--- src/design/particle_kinematics_fade_update_top_macros.svh ---
// Assertion helpers shared by the particle update design.
// Both expect signals named clk and arst_n in the calling scope.
`ifndef PARTICLE_KINEMATICS_FADE_UPDATE_TOP_MACROS_SVH
`define PARTICLE_KINEMATICS_FADE_UPDATE_TOP_MACROS_SVH

// Consequent must hold in the same cycle as the antecedent.
`define PKFU_ASSERT_SAME(lbl, ante, cons, msg) \
	lbl: assert property (@(posedge clk) disable iff (!arst_n) (ante) |-> (cons)) \
		else $error(msg);

// Consequent must hold in the cycle after the antecedent.
`define PKFU_ASSERT_NEXT(lbl, ante, cons, msg) \
	lbl: assert property (@(posedge clk) disable iff (!arst_n) (ante) |=> (cons)) \
		else $error(msg);

`endif

--- src/design/pkfu_pkg.sv ---
package pkfu_pkg;

	localparam int FRAC_BITS = 16;
	localparam logic [31:0] SIZE_RESET = 32'(1) << (FRAC_BITS - 3);

	// Serial multiplier: A operand width, B operand width (one bit per cycle).
	localparam int MUL_A_W = 34;
	localparam int MUL_B_W = 24;
	localparam int MUL_P_W = MUL_A_W + MUL_B_W;
	localparam int MUL_CNT_W = $clog2(MUL_B_W);

	// Serial restoring divider: one quotient bit per cycle.
	localparam int DIV_N_W = 66;
	localparam int DIV_D_W = 42;
	localparam int DIV_CNT_W = $clog2(DIV_N_W);

	localparam logic [DIV_D_W-1:0] STEP_DIV = DIV_D_W'(1000);
	localparam logic [DIV_N_W-1:0] STEP_HALF = DIV_N_W'(500);
	localparam logic [25:0] T_MAX = 26'(1) << 25;

	typedef enum logic [1:0] {
		OP_TICK      = 2'd0,
		OP_LOAD_AXIS = 2'd1,
		OP_LOAD_SPIN = 2'd2,
		OP_CLEAR     = 2'd3
	} op_t;

	typedef enum logic [2:0] {
		CFG_LIFE     = 3'd0,
		CFG_FBEGIN   = 3'd1,
		CFG_FFINISH  = 3'd2,
		CFG_FRATE    = 3'd3,
		CFG_FON      = 3'd4,
		CFG_START    = 3'd5,
		CFG_TARGET   = 3'd6,
		CFG_UNUSED   = 3'd7
	} cfg_idx_t;

	typedef enum logic [4:0] {
		S_IDLE,
		S_AMUL,
		S_AMUL_W,
		S_ADIV,
		S_ADIV_W,
		S_AWB,
		S_F_BL,
		S_F_BL_W,
		S_F_DEN,
		S_F_DEN_W,
		S_F_NUM,
		S_FDIV_W,
		S_F_T,
		S_F_T_W,
		S_F_CH,
		S_F_CH_W,
		S_WB
	} state_t;

	typedef struct packed {
		logic busy;
		logic done;
	} unit_stat_t;

endpackage

--- src/design/pkfu_mul.sv ---
// Shift-add multiplier, one bit of the B operand per cycle.
module pkfu_mul import pkfu_pkg::*; (
	input  logic               clk,
	input  logic               arst_n,
	input  logic               start,
	input  logic [MUL_A_W-1:0] a,
	input  logic [MUL_B_W-1:0] b,
	output unit_stat_t         stat,
	output logic [MUL_P_W-1:0] prod
);

	logic [MUL_A_W-1:0]   a_q;
	logic [MUL_P_W-1:0]   p_q;
	logic [MUL_CNT_W-1:0] cnt_q;
	logic                 busy_q;
	logic                 done_q;
	logic [MUL_A_W:0]     upper;

	assign upper = {1'b0, p_q[MUL_P_W-1:MUL_B_W]} + (p_q[0] ? {1'b0, a_q} : '0);

	always_ff @(posedge clk or negedge arst_n) begin
		if (!arst_n) begin
			busy_q <= 1'b0;
			done_q <= 1'b0;
			cnt_q  <= '0;
		end else begin
			done_q <= 1'b0;
			if (start) begin
				busy_q <= 1'b1;
				cnt_q  <= '0;
			end else if (busy_q) begin
				cnt_q <= cnt_q + 1'b1;
				if (cnt_q == MUL_CNT_W'(MUL_B_W - 1)) begin
					busy_q <= 1'b0;
					done_q <= 1'b1;
				end
			end
		end
	end

	always_ff @(posedge clk) begin
		if (start) begin
			a_q <= a;
			p_q <= {{MUL_A_W{1'b0}}, b};
		end else if (busy_q) begin
			p_q <= {upper, p_q[MUL_B_W-1:1]};
		end
	end

	assign stat = '{busy: busy_q, done: done_q};
	assign prod = p_q;

endmodule

--- src/design/pkfu_div.sv ---
// Restoring divider, one quotient bit per cycle.
module pkfu_div import pkfu_pkg::*; (
	input  logic               clk,
	input  logic               arst_n,
	input  logic               start,
	input  logic [DIV_N_W-1:0] dividend,
	input  logic [DIV_D_W-1:0] divisor,
	output unit_stat_t         stat,
	output logic [DIV_N_W-1:0] quotient
);

	logic [DIV_D_W-1:0]   d_q;
	logic [DIV_D_W-1:0]   rem_q;
	logic [DIV_N_W-1:0]   quo_q;
	logic [DIV_CNT_W-1:0] cnt_q;
	logic                 busy_q;
	logic                 done_q;
	logic [DIV_D_W+1:0]   trial;

	assign trial = {1'b0, rem_q, quo_q[DIV_N_W-1]} - {2'b00, d_q};

	always_ff @(posedge clk or negedge arst_n) begin
		if (!arst_n) begin
			busy_q <= 1'b0;
			done_q <= 1'b0;
			cnt_q  <= '0;
		end else begin
			done_q <= 1'b0;
			if (start) begin
				busy_q <= 1'b1;
				cnt_q  <= '0;
			end else if (busy_q) begin
				cnt_q <= cnt_q + 1'b1;
				if (cnt_q == DIV_CNT_W'(DIV_N_W - 1)) begin
					busy_q <= 1'b0;
					done_q <= 1'b1;
				end
			end
		end
	end

	always_ff @(posedge clk) begin
		if (start) begin
			d_q   <= divisor;
			rem_q <= '0;
			quo_q <= dividend;
		end else if (busy_q) begin
			if (trial[DIV_D_W+1]) begin
				rem_q <= {rem_q[DIV_D_W-2:0], quo_q[DIV_N_W-1]};
			end else begin
				rem_q <= trial[DIV_D_W-1:0];
			end
			quo_q <= {quo_q[DIV_N_W-2:0], ~trial[DIV_D_W+1]};
		end
	end

	assign stat = '{busy: busy_q, done: done_q};
	assign quotient = quo_q;

endmodule

--- src/design/particle_kinematics_fade_update_top.sv ---
// A load or clear item goes from idle straight to write-back; m_axis_tvalid rises after
// write-back once the output register is free. A tick runs eight integration steps, each
// a multiply then a divide on the shared serial multiplier and serial divider, and with
// fading on then computes the fade fraction and four colour channels on the same units.
// One item at a time: a new item is accepted only in idle, after write-back of the last.
// Reset (arst_n low): configuration and particle state take their reset values at once.
`include "particle_kinematics_fade_update_top_macros.svh"

module particle_kinematics_fade_update_top import pkfu_pkg::*; (
	input  logic         clk,
	input  logic         arst_n,
	input  logic         s_axis_tvalid,
	output logic         s_axis_tready,
	// value_a [31:0], value_b [63:32], value_c [95:64], value_d [127:96],
	// delta_ms [143:128]
	input  logic [143:0] s_axis_tdata,
	// operation [1:0], axis [3:2]
	input  logic [3:0]   s_axis_tuser,
	output logic         m_axis_tvalid,
	input  logic         m_axis_tready,
	// pos_x [31:0], pos_y [63:32], pos_z [95:64], prev_x [127:96],
	// prev_y [159:128], prev_z [191:160], angle [223:192], extent [255:224],
	// colour_out [287:256], elapsed_out [319:288]
	output logic [319:0] m_axis_tdata,
	input  logic         cfg_valid,
	output logic         cfg_ready,
	input  logic [2:0]   cfg_index,
	input  logic [31:0]  cfg_data
);

	// Configuration registers.
	logic [23:0] life_q;
	logic [16:0] fbegin_q;
	logic [16:0] ffinish_q;
	logic [15:0] frate_q;
	logic        fon_q;
	logic [31:0] start_q;
	logic [31:0] target_q;

	// Particle state.
	logic signed [31:0] pos_q [3];
	logic signed [31:0] vel_q [3];
	logic signed [31:0] acc_q [3];
	logic signed [31:0] old_q [3];
	logic signed [31:0] rot_q;
	logic signed [31:0] spin_q;
	logic signed [31:0] siz_q;
	logic signed [31:0] grow_q;
	logic [31:0]        elapsed_q;
	logic [31:0]        colour_q;

	// Sequencer.
	state_t      state_q;
	state_t      state_nxt;
	logic [2:0]  k_q;
	logic [1:0]  ch_q;
	logic [15:0] delta_q;
	logic [40:0] bl_q;
	logic [40:0] d_q;
	logic        num_neg_q;
	logic [33:0] r_q;
	logic [25:0] t_mag_q;
	logic        t_neg_q;
	logic        out_valid_q;
	logic [319:0] out_q;

	// Shared arithmetic units.
	logic               mul_start;
	logic [MUL_A_W-1:0] mul_a;
	logic [MUL_B_W-1:0] mul_b;
	unit_stat_t         mul_st;
	logic [MUL_P_W-1:0] mul_p;
	logic               div_start;
	logic [DIV_N_W-1:0] div_n;
	logic [DIV_D_W-1:0] div_d;
	unit_stat_t         div_st;
	logic [DIV_N_W-1:0] div_q;

	// Input fields.
	op_t                in_op;
	logic [1:0]         in_axis;
	logic signed [31:0] in_a;
	logic signed [31:0] in_b;
	logic signed [31:0] in_c;
	logic signed [31:0] in_d;
	logic [15:0]        in_delta;
	logic               in_xfer;
	logic               out_free;

	assign in_op    = op_t'(s_axis_tuser[1:0]);
	assign in_axis  = s_axis_tuser[3:2];
	assign in_a     = s_axis_tdata[31:0];
	assign in_b     = s_axis_tdata[63:32];
	assign in_c     = s_axis_tdata[95:64];
	assign in_d     = s_axis_tdata[127:96];
	assign in_delta = s_axis_tdata[143:128];
	assign in_xfer  = s_axis_tvalid && s_axis_tready;
	assign out_free = !out_valid_q || m_axis_tready;
	assign cfg_ready = 1'b1;

	// Integration step k: which rate drives which value. Each axis updates its
	// position before its velocity, so the position uses the old velocity.
	logic signed [31:0] rate_sel;
	logic signed [31:0] val_sel;

	always_comb begin
		case (k_q)
			3'd0: begin rate_sel = vel_q[0]; val_sel = pos_q[0]; end
			3'd1: begin rate_sel = acc_q[0]; val_sel = vel_q[0]; end
			3'd2: begin rate_sel = vel_q[1]; val_sel = pos_q[1]; end
			3'd3: begin rate_sel = acc_q[1]; val_sel = vel_q[1]; end
			3'd4: begin rate_sel = vel_q[2]; val_sel = pos_q[2]; end
			3'd5: begin rate_sel = acc_q[2]; val_sel = vel_q[2]; end
			3'd6: begin rate_sel = spin_q;   val_sel = rot_q;    end
			default: begin rate_sel = grow_q; val_sel = siz_q;   end
		endcase
	end

	// Magnitude of the rate; the divided step gets its sign back afterwards.
	logic [31:0] rate_mag;
	assign rate_mag = rate_sel[31] ? 32'(-rate_sel) : rate_sel;

	// The step is round(|rate*delta| / 1000), applied with the rate's sign and
	// saturated to the 32-bit signed range.
	logic signed [39:0] step_sum;
	logic [39:0]        step_q;
	logic signed [31:0] step_res;

	assign step_q   = div_q[39:0];
	assign step_sum = 40'(val_sel) + (rate_sel[31] ? -$signed(step_q) : $signed(step_q));

	always_comb begin
		if (step_sum > 40'sh007FFFFFFF) begin
			step_res = 32'h7FFFFFFF;
		end else if (step_sum < -40'sh0080000000) begin
			step_res = 32'h80000000;
		end else begin
			step_res = step_sum[31:0];
		end
	end

	// Fade span and numerator: span = finish - begin, num = elapsed*65536 - begin*life.
	logic signed [17:0] span;
	logic [16:0]        span_mag;
	logic               den_neg;
	logic signed [49:0] num;
	logic [48:0]        num_mag;

	assign span     = $signed({1'b0, ffinish_q}) - $signed({1'b0, fbegin_q});
	assign span_mag = span[17] ? 17'(-span) : span[16:0];
	assign den_neg  = span[17];
	assign num      = $signed({2'b00, elapsed_q, 16'h0000}) - $signed({9'd0, bl_q});
	assign num_mag  = num[49] ? 49'(-num) : num[48:0];

	// Scaled fraction: t = (r*rate + 128) >> 8, limited to 512.0.
	logic [50:0] t_round;
	logic [42:0] t_full;
	assign t_round = {1'b0, mul_p[49:0]} + 51'd128;
	assign t_full  = t_round[50:8];

	// Channel lerp for channel ch_q.
	logic [7:0]         ch_s;
	logic [7:0]         ch_g;
	logic signed [8:0]  ch_diff;
	logic [7:0]         ch_mag;
	logic signed [35:0] ch_v;
	logic [33:0]        ch_prod;
	logic [7:0]         ch_res;

	assign ch_s    = start_q[{ch_q, 3'b000} +: 8];
	assign ch_g    = target_q[{ch_q, 3'b000} +: 8];
	assign ch_diff = $signed({1'b0, ch_g}) - $signed({1'b0, ch_s});
	assign ch_mag  = ch_diff[8] ? 8'(-ch_diff) : ch_diff[7:0];
	assign ch_prod = mul_p[33:0];
	assign ch_v    = $signed({12'd0, ch_s, 16'h8000})
		+ ((t_neg_q ^ ch_diff[8]) ? -$signed({2'b00, ch_prod}) : $signed({2'b00, ch_prod}));

	always_comb begin
		if (ch_v[35]) begin
			ch_res = 8'd0;
		end else if (ch_v[34:24] != '0) begin
			ch_res = 8'hFF;
		end else begin
			ch_res = ch_v[23:16];
		end
	end

	// Next state.
	always_comb begin
		state_nxt = state_q;
		case (state_q)
			S_IDLE: begin
				if (in_xfer) begin
					state_nxt = (in_op == OP_TICK) ? S_AMUL : S_WB;
				end
			end
			S_AMUL:   state_nxt = S_AMUL_W;
			S_AMUL_W: if (mul_st.done) state_nxt = S_ADIV;
			S_ADIV:   state_nxt = S_ADIV_W;
			S_ADIV_W: if (div_st.done) state_nxt = S_AWB;
			S_AWB: begin
				if (k_q != 3'd7) begin
					state_nxt = S_AMUL;
				end else begin
					state_nxt = fon_q ? S_F_BL : S_WB;
				end
			end
			S_F_BL:    state_nxt = S_F_BL_W;
			S_F_BL_W:  if (mul_st.done) state_nxt = S_F_DEN;
			S_F_DEN:   state_nxt = S_F_DEN_W;
			S_F_DEN_W: if (mul_st.done) state_nxt = S_F_NUM;
			S_F_NUM:   state_nxt = (d_q == '0) ? S_F_CH : S_FDIV_W;
			S_FDIV_W:  if (div_st.done) state_nxt = S_F_T;
			S_F_T:     state_nxt = S_F_T_W;
			S_F_T_W:   if (mul_st.done) state_nxt = S_F_CH;
			S_F_CH:    state_nxt = S_F_CH_W;
			S_F_CH_W: begin
				if (mul_st.done) begin
					state_nxt = (ch_q == 2'd3) ? S_WB : S_F_CH;
				end
			end
			S_WB:    if (out_free) state_nxt = S_IDLE;
			default: state_nxt = S_IDLE;
		endcase
	end

	// Unit commands and handshake outputs.
	always_comb begin
		mul_start     = 1'b0;
		mul_a         = '0;
		mul_b         = '0;
		div_start     = 1'b0;
		div_n         = '0;
		div_d         = '0;
		s_axis_tready = 1'b0;
		case (state_q)
			S_IDLE: s_axis_tready = 1'b1;
			S_AMUL: begin
				mul_start = 1'b1;
				mul_a     = MUL_A_W'(rate_mag);
				mul_b     = MUL_B_W'(delta_q);
			end
			S_ADIV: begin
				div_start = 1'b1;
				div_n     = DIV_N_W'(mul_p[47:0]) + STEP_HALF;
				div_d     = STEP_DIV;
			end
			S_F_BL: begin
				mul_start = 1'b1;
				mul_a     = MUL_A_W'(fbegin_q);
				mul_b     = life_q;
			end
			S_F_DEN: begin
				mul_start = 1'b1;
				mul_a     = MUL_A_W'(span_mag);
				mul_b     = life_q;
			end
			S_F_NUM: begin
				div_start = (d_q != '0);
				div_n     = {1'b0, num_mag, 16'h0000};
				div_d     = DIV_D_W'(d_q);
			end
			S_F_T: begin
				mul_start = 1'b1;
				mul_a     = r_q;
				mul_b     = MUL_B_W'(frate_q);
			end
			S_F_CH: begin
				mul_start = 1'b1;
				mul_a     = MUL_A_W'(t_mag_q);
				mul_b     = MUL_B_W'(ch_mag);
			end
			default: begin
			end
		endcase
	end

	// Configuration, particle state and sequencer registers.
	always_ff @(posedge clk or negedge arst_n) begin
		if (!arst_n) begin
			life_q      <= 24'd4000;
			fbegin_q    <= '0;
			ffinish_q   <= 17'h10000;
			frate_q     <= 16'd256;
			fon_q       <= 1'b1;
			start_q     <= '0;
			target_q    <= '0;
			for (int i = 0; i < 3; i++) begin
				pos_q[i] <= '0;
				vel_q[i] <= '0;
				acc_q[i] <= '0;
				old_q[i] <= '0;
			end
			rot_q       <= '0;
			spin_q      <= '0;
			siz_q       <= SIZE_RESET;
			grow_q      <= '0;
			elapsed_q   <= '0;
			colour_q    <= '0;
			state_q     <= S_IDLE;
			k_q         <= '0;
			ch_q        <= '0;
			out_valid_q <= 1'b0;
		end else begin
			state_q <= state_nxt;

			if (cfg_valid && cfg_ready) begin
				case (cfg_idx_t'(cfg_index))
					CFG_LIFE:    life_q    <= cfg_data[23:0];
					CFG_FBEGIN:  fbegin_q  <= cfg_data[16:0];
					CFG_FFINISH: ffinish_q <= cfg_data[16:0];
					CFG_FRATE:   frate_q   <= cfg_data[15:0];
					CFG_FON:     fon_q     <= cfg_data[0];
					CFG_START:   start_q   <= cfg_data;
					CFG_TARGET:  target_q  <= cfg_data;
					default: begin
					end
				endcase
			end

			// A new result may replace one that leaves in the same cycle.
			if (state_q == S_WB && out_free) begin
				out_valid_q <= 1'b1;
			end else if (m_axis_tvalid && m_axis_tready) begin
				out_valid_q <= 1'b0;
			end

			case (state_q)
				S_IDLE: begin
					if (in_xfer) begin
						k_q  <= '0;
						ch_q <= '0;
						case (in_op)
							OP_TICK: begin
								for (int i = 0; i < 3; i++) begin
									old_q[i] <= pos_q[i];
								end
								// Elapsed time saturates at its full range.
								if (({1'b0, elapsed_q} + {17'd0, in_delta}) > 33'hFFFFFFFF) begin
									elapsed_q <= '1;
								end else begin
									elapsed_q <= elapsed_q + {16'd0, in_delta};
								end
							end
							OP_LOAD_AXIS: begin
								if (in_axis != 2'd3) begin
									pos_q[in_axis] <= in_a;
									vel_q[in_axis] <= in_b;
									acc_q[in_axis] <= in_c;
								end
							end
							OP_LOAD_SPIN: begin
								rot_q  <= in_a;
								spin_q <= in_b;
								siz_q  <= in_c;
								grow_q <= in_d;
							end
							default: elapsed_q <= '0;
						endcase
					end
				end
				S_AWB: begin
					k_q <= k_q + 3'd1;
					case (k_q)
						3'd0: pos_q[0] <= step_res;
						3'd1: vel_q[0] <= step_res;
						3'd2: pos_q[1] <= step_res;
						3'd3: vel_q[1] <= step_res;
						3'd4: pos_q[2] <= step_res;
						3'd5: vel_q[2] <= step_res;
						3'd6: rot_q    <= step_res;
						default: siz_q <= step_res;
					endcase
				end
				S_F_CH_W: begin
					if (mul_st.done) begin
						colour_q[{ch_q, 3'b000} +: 8] <= ch_res;
						ch_q <= ch_q + 2'd1;
					end
				end
				default: begin
				end
			endcase
		end
	end

	// Fade datapath and result register.
	always_ff @(posedge clk) begin
		if (in_xfer) begin
			delta_q <= in_delta;
		end
		if (state_q == S_F_BL_W && mul_st.done) begin
			bl_q <= mul_p[40:0];
		end
		if (state_q == S_F_DEN_W && mul_st.done) begin
			d_q <= mul_p[40:0];
		end
		if (state_q == S_F_NUM) begin
			num_neg_q <= num[49];
			if (d_q == '0) begin
				// Zero fade span or lifetime: the fraction saturates with the numerator's sign.
				t_mag_q <= T_MAX;
				t_neg_q <= num[49];
			end
		end
		if (state_q == S_FDIV_W && div_st.done) begin
			r_q <= (div_q[DIV_N_W-1:33] != '0) ? (34'(1) << 33) : div_q[33:0];
		end
		if (state_q == S_F_T_W && mul_st.done) begin
			t_mag_q <= (t_full > 43'(T_MAX)) ? T_MAX : t_full[25:0];
			t_neg_q <= num_neg_q ^ den_neg;
		end
		if (state_q == S_WB && out_free) begin
			out_q <= {elapsed_q, colour_q, siz_q, rot_q, old_q[2], old_q[1], old_q[0],
				pos_q[2], pos_q[1], pos_q[0]};
		end
	end

	assign m_axis_tvalid = out_valid_q;
	assign m_axis_tdata  = out_q;

	pkfu_mul u_mul (
		.clk      (clk),
		.arst_n   (arst_n),
		.start    (mul_start),
		.a        (mul_a),
		.b        (mul_b),
		.stat     (mul_st),
		.prod     (mul_p)
	);

	pkfu_div u_div (
		.clk      (clk),
		.arst_n   (arst_n),
		.start    (div_start),
		.dividend (div_n),
		.divisor  (div_d),
		.stat     (div_st),
		.quotient (div_q)
	);

	`PKFU_ASSERT_SAME(a_mul_free, mul_start, !mul_st.busy, "multiplier started while busy")
	`PKFU_ASSERT_SAME(a_div_owner, div_st.done, (state_q == S_ADIV_W) || (state_q == S_FDIV_W), "divider finished outside a divide wait")
	`PKFU_ASSERT_NEXT(a_item_leaves_idle, in_xfer, state_q != S_IDLE, "sequencer stayed idle after a transfer")
	`PKFU_ASSERT_SAME(a_result_from_wb, $rose(m_axis_tvalid), $past(state_q == S_WB), "result raised outside write-back")

endmodule

--- config.mk ---
export PLATFORM = sky130hd
export DESIGN_NAME = particle_kinematics_fade_update_top
export DESIGN_NICKNAME = d
export VERILOG_FILES = /design/src/design/pkfu_pkg.sv /design/src/design/pkfu_mul.sv /design/src/design/pkfu_div.sv /design/src/design/particle_kinematics_fade_update_top.sv
export VERILOG_INCLUDE_DIRS = /design/src /design/src/design
export SDC_FILE = /design/constraint.sdc
export NUM_CORES = 2
export LEC_CHECK = 0
export BUFFER_PORTS_ARGS = -buffer_cell sky130_fd_sc_hd__buf_4
export CORE_ASPECT_RATIO = 1.2
export CORE_MARGIN = 1
export CORE_UTILIZATION = 35
export DETAILED_ROUTE_END_ITERATION = 8
export GPL_TIMING_DRIVEN = 0
export SLEW_MARGIN = 10
export SYNTH_ARGS = -nofsm -noshare
export SYNTH_HDL_FRONTEND = slang
export SYNTH_SLANG_ARGS = --single-unit
--- constraint.sdc ---
create_clock -name clk -period 23.1 [get_ports clk]
set_clock_uncertainty 0.2 [all_clocks]
set_input_delay 0 -clock clk [delete_from_list [all_inputs] [get_ports clk]]
set_output_delay 0 -clock clk [all_outputs]
set_load 0.05 [all_outputs]
==> results.ini <==
[pwr]
p_per_area_nw_per_um2 = 165
vdd_drop_max_v = 0.000156
p_leak_nw = 37.6

[place]
dp.cells = 10500
gp_congestion = 0.965
dpl_worst_slack_ns = 10.82
portBuffers = 507
place_hpwl_microns = 230000

[cells_and_area]
area_growth_pct = 23.2
nFillCells = 20300
fin_cells = 11200
multi_input_area_sq_um = 34000
layout-drive-gt1-share_pct = 17.5
utilization_pct = 43.5
regArea_sq_um = 39500
layout.nets = 8598

[clocking]
clock-sinks = 1463
cts_resized = 0
cts.path.max_buffers = 3
clk_pin_slew_worst_paths_ns = 0.06
clock_latency_ns = 0.84
cts-root-buf = clkbuf_16
cts-buffers-inserted = 159
cts_tree = yes
htreeDepth = 4

[worst_hold_path]
holdCritStartpoint = s_axis_tdata[131]
worstHoldPathType = primary input to register
worstHoldPathCells = 6
min_to = elapsed_q[3]

[die]
die_y_microns = 511
start_util_pct = 35.3
coreArea_sq_um = 215000
die_area_sq_um = 218000
ios = 511
die_w_microns = 427
rows = 186

[timing]
hold_slack_ns = 0.0684
rsz0062_at_grt = false
slew_headroom_pct = 7.41
fin_crit_sh_pct = 54.4
fin_ws_ns = 10.54
finalSetupViolCount = 0
worst_pin_slew_ns = 1.39
finalHoldViolCount = 0
slew_viol_final = 0
tns_ns = 0
period_needed_ns = 12.56
max_clock_freq_mhz = 79.6

[setup_path]
critical_path.top_delay_family = buffers and inverters
critPathKind = register to register
cp-start-kind = register
path_max_fanout = 10
cp_num_buf_inv = 10
end_kind = register
critical-path-slowest-cell = clkbuf_1
cpMostUsedCell = buf_2
rrSetupSlack_ns = 10.54
ff2ff_path_depth = 25
cp.required_ns = 23.56
path_depth = 25
arrival_ns = 13.02
r2r_start = k_q[2]
rr_endpoint = pos_q[94]
slowest_delay_ns = 0.97

[grt]
antenna_found_initial = 31
grt_start_max_net_pins = 108
grt_pass1_vias = 62500
grt_pass1_wl_microns = 429000
grt_overflow_total = 0
grt_use_total_pct = 26.7

[logic_synthesis]
ys_warn_count = 0
syn_nets = 7511
yosys_most_used_dff = dfrtp_1
netlist_instances = 7102
yosysSeqAreaShare_pct = 52.1
ys_types = 95
syn-cell-area_sq_um = 75700
ys_ff_latch = 1463
synth_edf_count = 645
post_synth.cell_area_avg_sq_um = 10.7
synth_async_sr_flop_share_pct = 50.7

[detailed_routing]
ant_nets = 0
wl_per_cell_microns = 26.8
vias = 63500
wirelength_microns = 299000
vias_per_cell = 5.69
drc = 0
first_pass_iters = 9
drt-initial-drc-count = 6135

[outcome]
status = finished clean

[flow_run]
drv_cap = 0

how the worst max path moves through the flow:
| stage | start | end | slack, ns |
|---|---|---|---|
| floorplan | state_q[1] | m_axis_tdata[0] | 6.96 |
| global placement | state_q[1] | m_axis_tdata[114] | -0.61 |
| detailed placement | k_q[2] | pos_q[30] | 10.82 |
| CTS | k_q[2] | pos_q[94] | 10.83 |
| global route | k_q[2] | pos_q[94] | 10.52 |
| finish | k_q[2] | pos_q[94] | 10.54 |
worst register-to-register path, stage by stage (launching register included):
cell and delay, ns:
dfrtp_1 0.36, clkbuf_1 0.97, buf_2 0.58, buf_2 0.54
buf_2 0.44, buf_2 0.43, buf_2 0.43, clkbuf_1 0.78
clkbuf_1 0.83, mux2_2 0.44, a22oi_1 0.43, a31oi_1 0.23
ha_1 0.28, inv_1 0.08, fa_1 0.18, nand2b_1 0.19
a21oi_1 0.13, o41ai_1 0.85, o31ai_2 0.35, a21oi_1 0.70
a211oi_1 0.23, nor4_1 0.87, a21oi_1 0.44, buf_4 0.33
a21oi_1 0.92, a31oi_1 0.21
logic make-up after synthesis:
logic type / after synthesis / share of synthesized area, %
xor gates and xnor gates: 404 / 4.67
AOI/OAI and AO/OA: 1704 / 14.5
adders and majority gates: 221 / 3.72
other: 1 / 0.00495
and+or+nand+nor: 2124 / 13.0
muxes: 587 / 8.90
DFF: 1463 / 52.1
buffers and inverters: 598 / 3.02
power by group:
group / internal, mW / total [mW] / switching [mW]
Sequential: 3.64 / 4.43 / 0.790
Combinational: 2.93 / 8.24 / 5.31
Clock: 1.61 / 2.76 / 1.15
Total: 8.19 / 15.4 / 7.25
metal layers:
metal	global-route usage, %	share of wire (%)	vias up
met4	14.8	6.2	10
met2	44.8	48	2953
li1	-	-	28300
met3	4.34	7.0	709
met5	0	0.021	-
met1	32.4	39	31500
sequential cells by signal, summed over array words and instances (netlist names), 42 cells and up:
name            flops
old_q              96
pos_q              96
acc_q              96
vel_q              96
u_div.rem_q        42
u_div.quotient     66
u_mul.prod         58
m_axis_tdata      320
what timing repair did:
item	4_1_cts	5_1_grt
buffers inserted	0	0
hold endpoints to repair	1064	0
hold buffers	382	0
cells in the final DEF (no fill, tap or decap), drive strengths merged, types with 76 or more instances in the layout:
cell type and instances:
nor3 123, xor2 166, and2 125, dlygate4sd3 381, dfrtp 732, o21ai 348
clkbuf 574, edfxtp 645, xnor2 238, dfxtp 76, ha 214, a21oi 389
a21o 81, nand2 661, nor2 673, inv 204, a31oi 341, a22oi 147
buf 590, mux2 531, nand3 131
per-stage QoR:
step / area (sq um) / power, mW
CTS: 93200 / 15.3
global placement: 83000 / 12.3
global route: 93200 / 16.2
detailed placement: 83800 / 12.4
finish: 93300 / 15.4
floorplan: 75700 / 9.61
cell usage after synthesis, types with 166 or more instances:
cell | number | area share [%]
dfrtp_1 | 732 | 24
nor2_1 | 673 | 3.3
nand2_1 | 661 | 3.3
edfxtp_1 | 645 | 26
mux2_2 | 531 | 7.9
a21oi_1 | 366 | 2.4
clkbuf_1 | 355 | 1.8
a31oi_1 | 341 | 2.8
o21ai_0 | 341 | 2.3
xnor2_1 | 238 | 2.8
ha_1 | 214 | 3.5
inv_1 | 189 | 0.94
xor2_1 | 166 | 1.9
layout make-up:
class                   count  area share, %
inverters                 195          0.785
clock inverters            77           1.14
well taps                2820           3.78
plain buffers             403           1.67
repair buffers            926           8.94
flip-flops and latches   1463           42.3
diodes                     30         0.0805
multi-input cells        5041           36.5
clock buffers             216           4.83
Note: power is estimated with default switching activity, not from simulation.
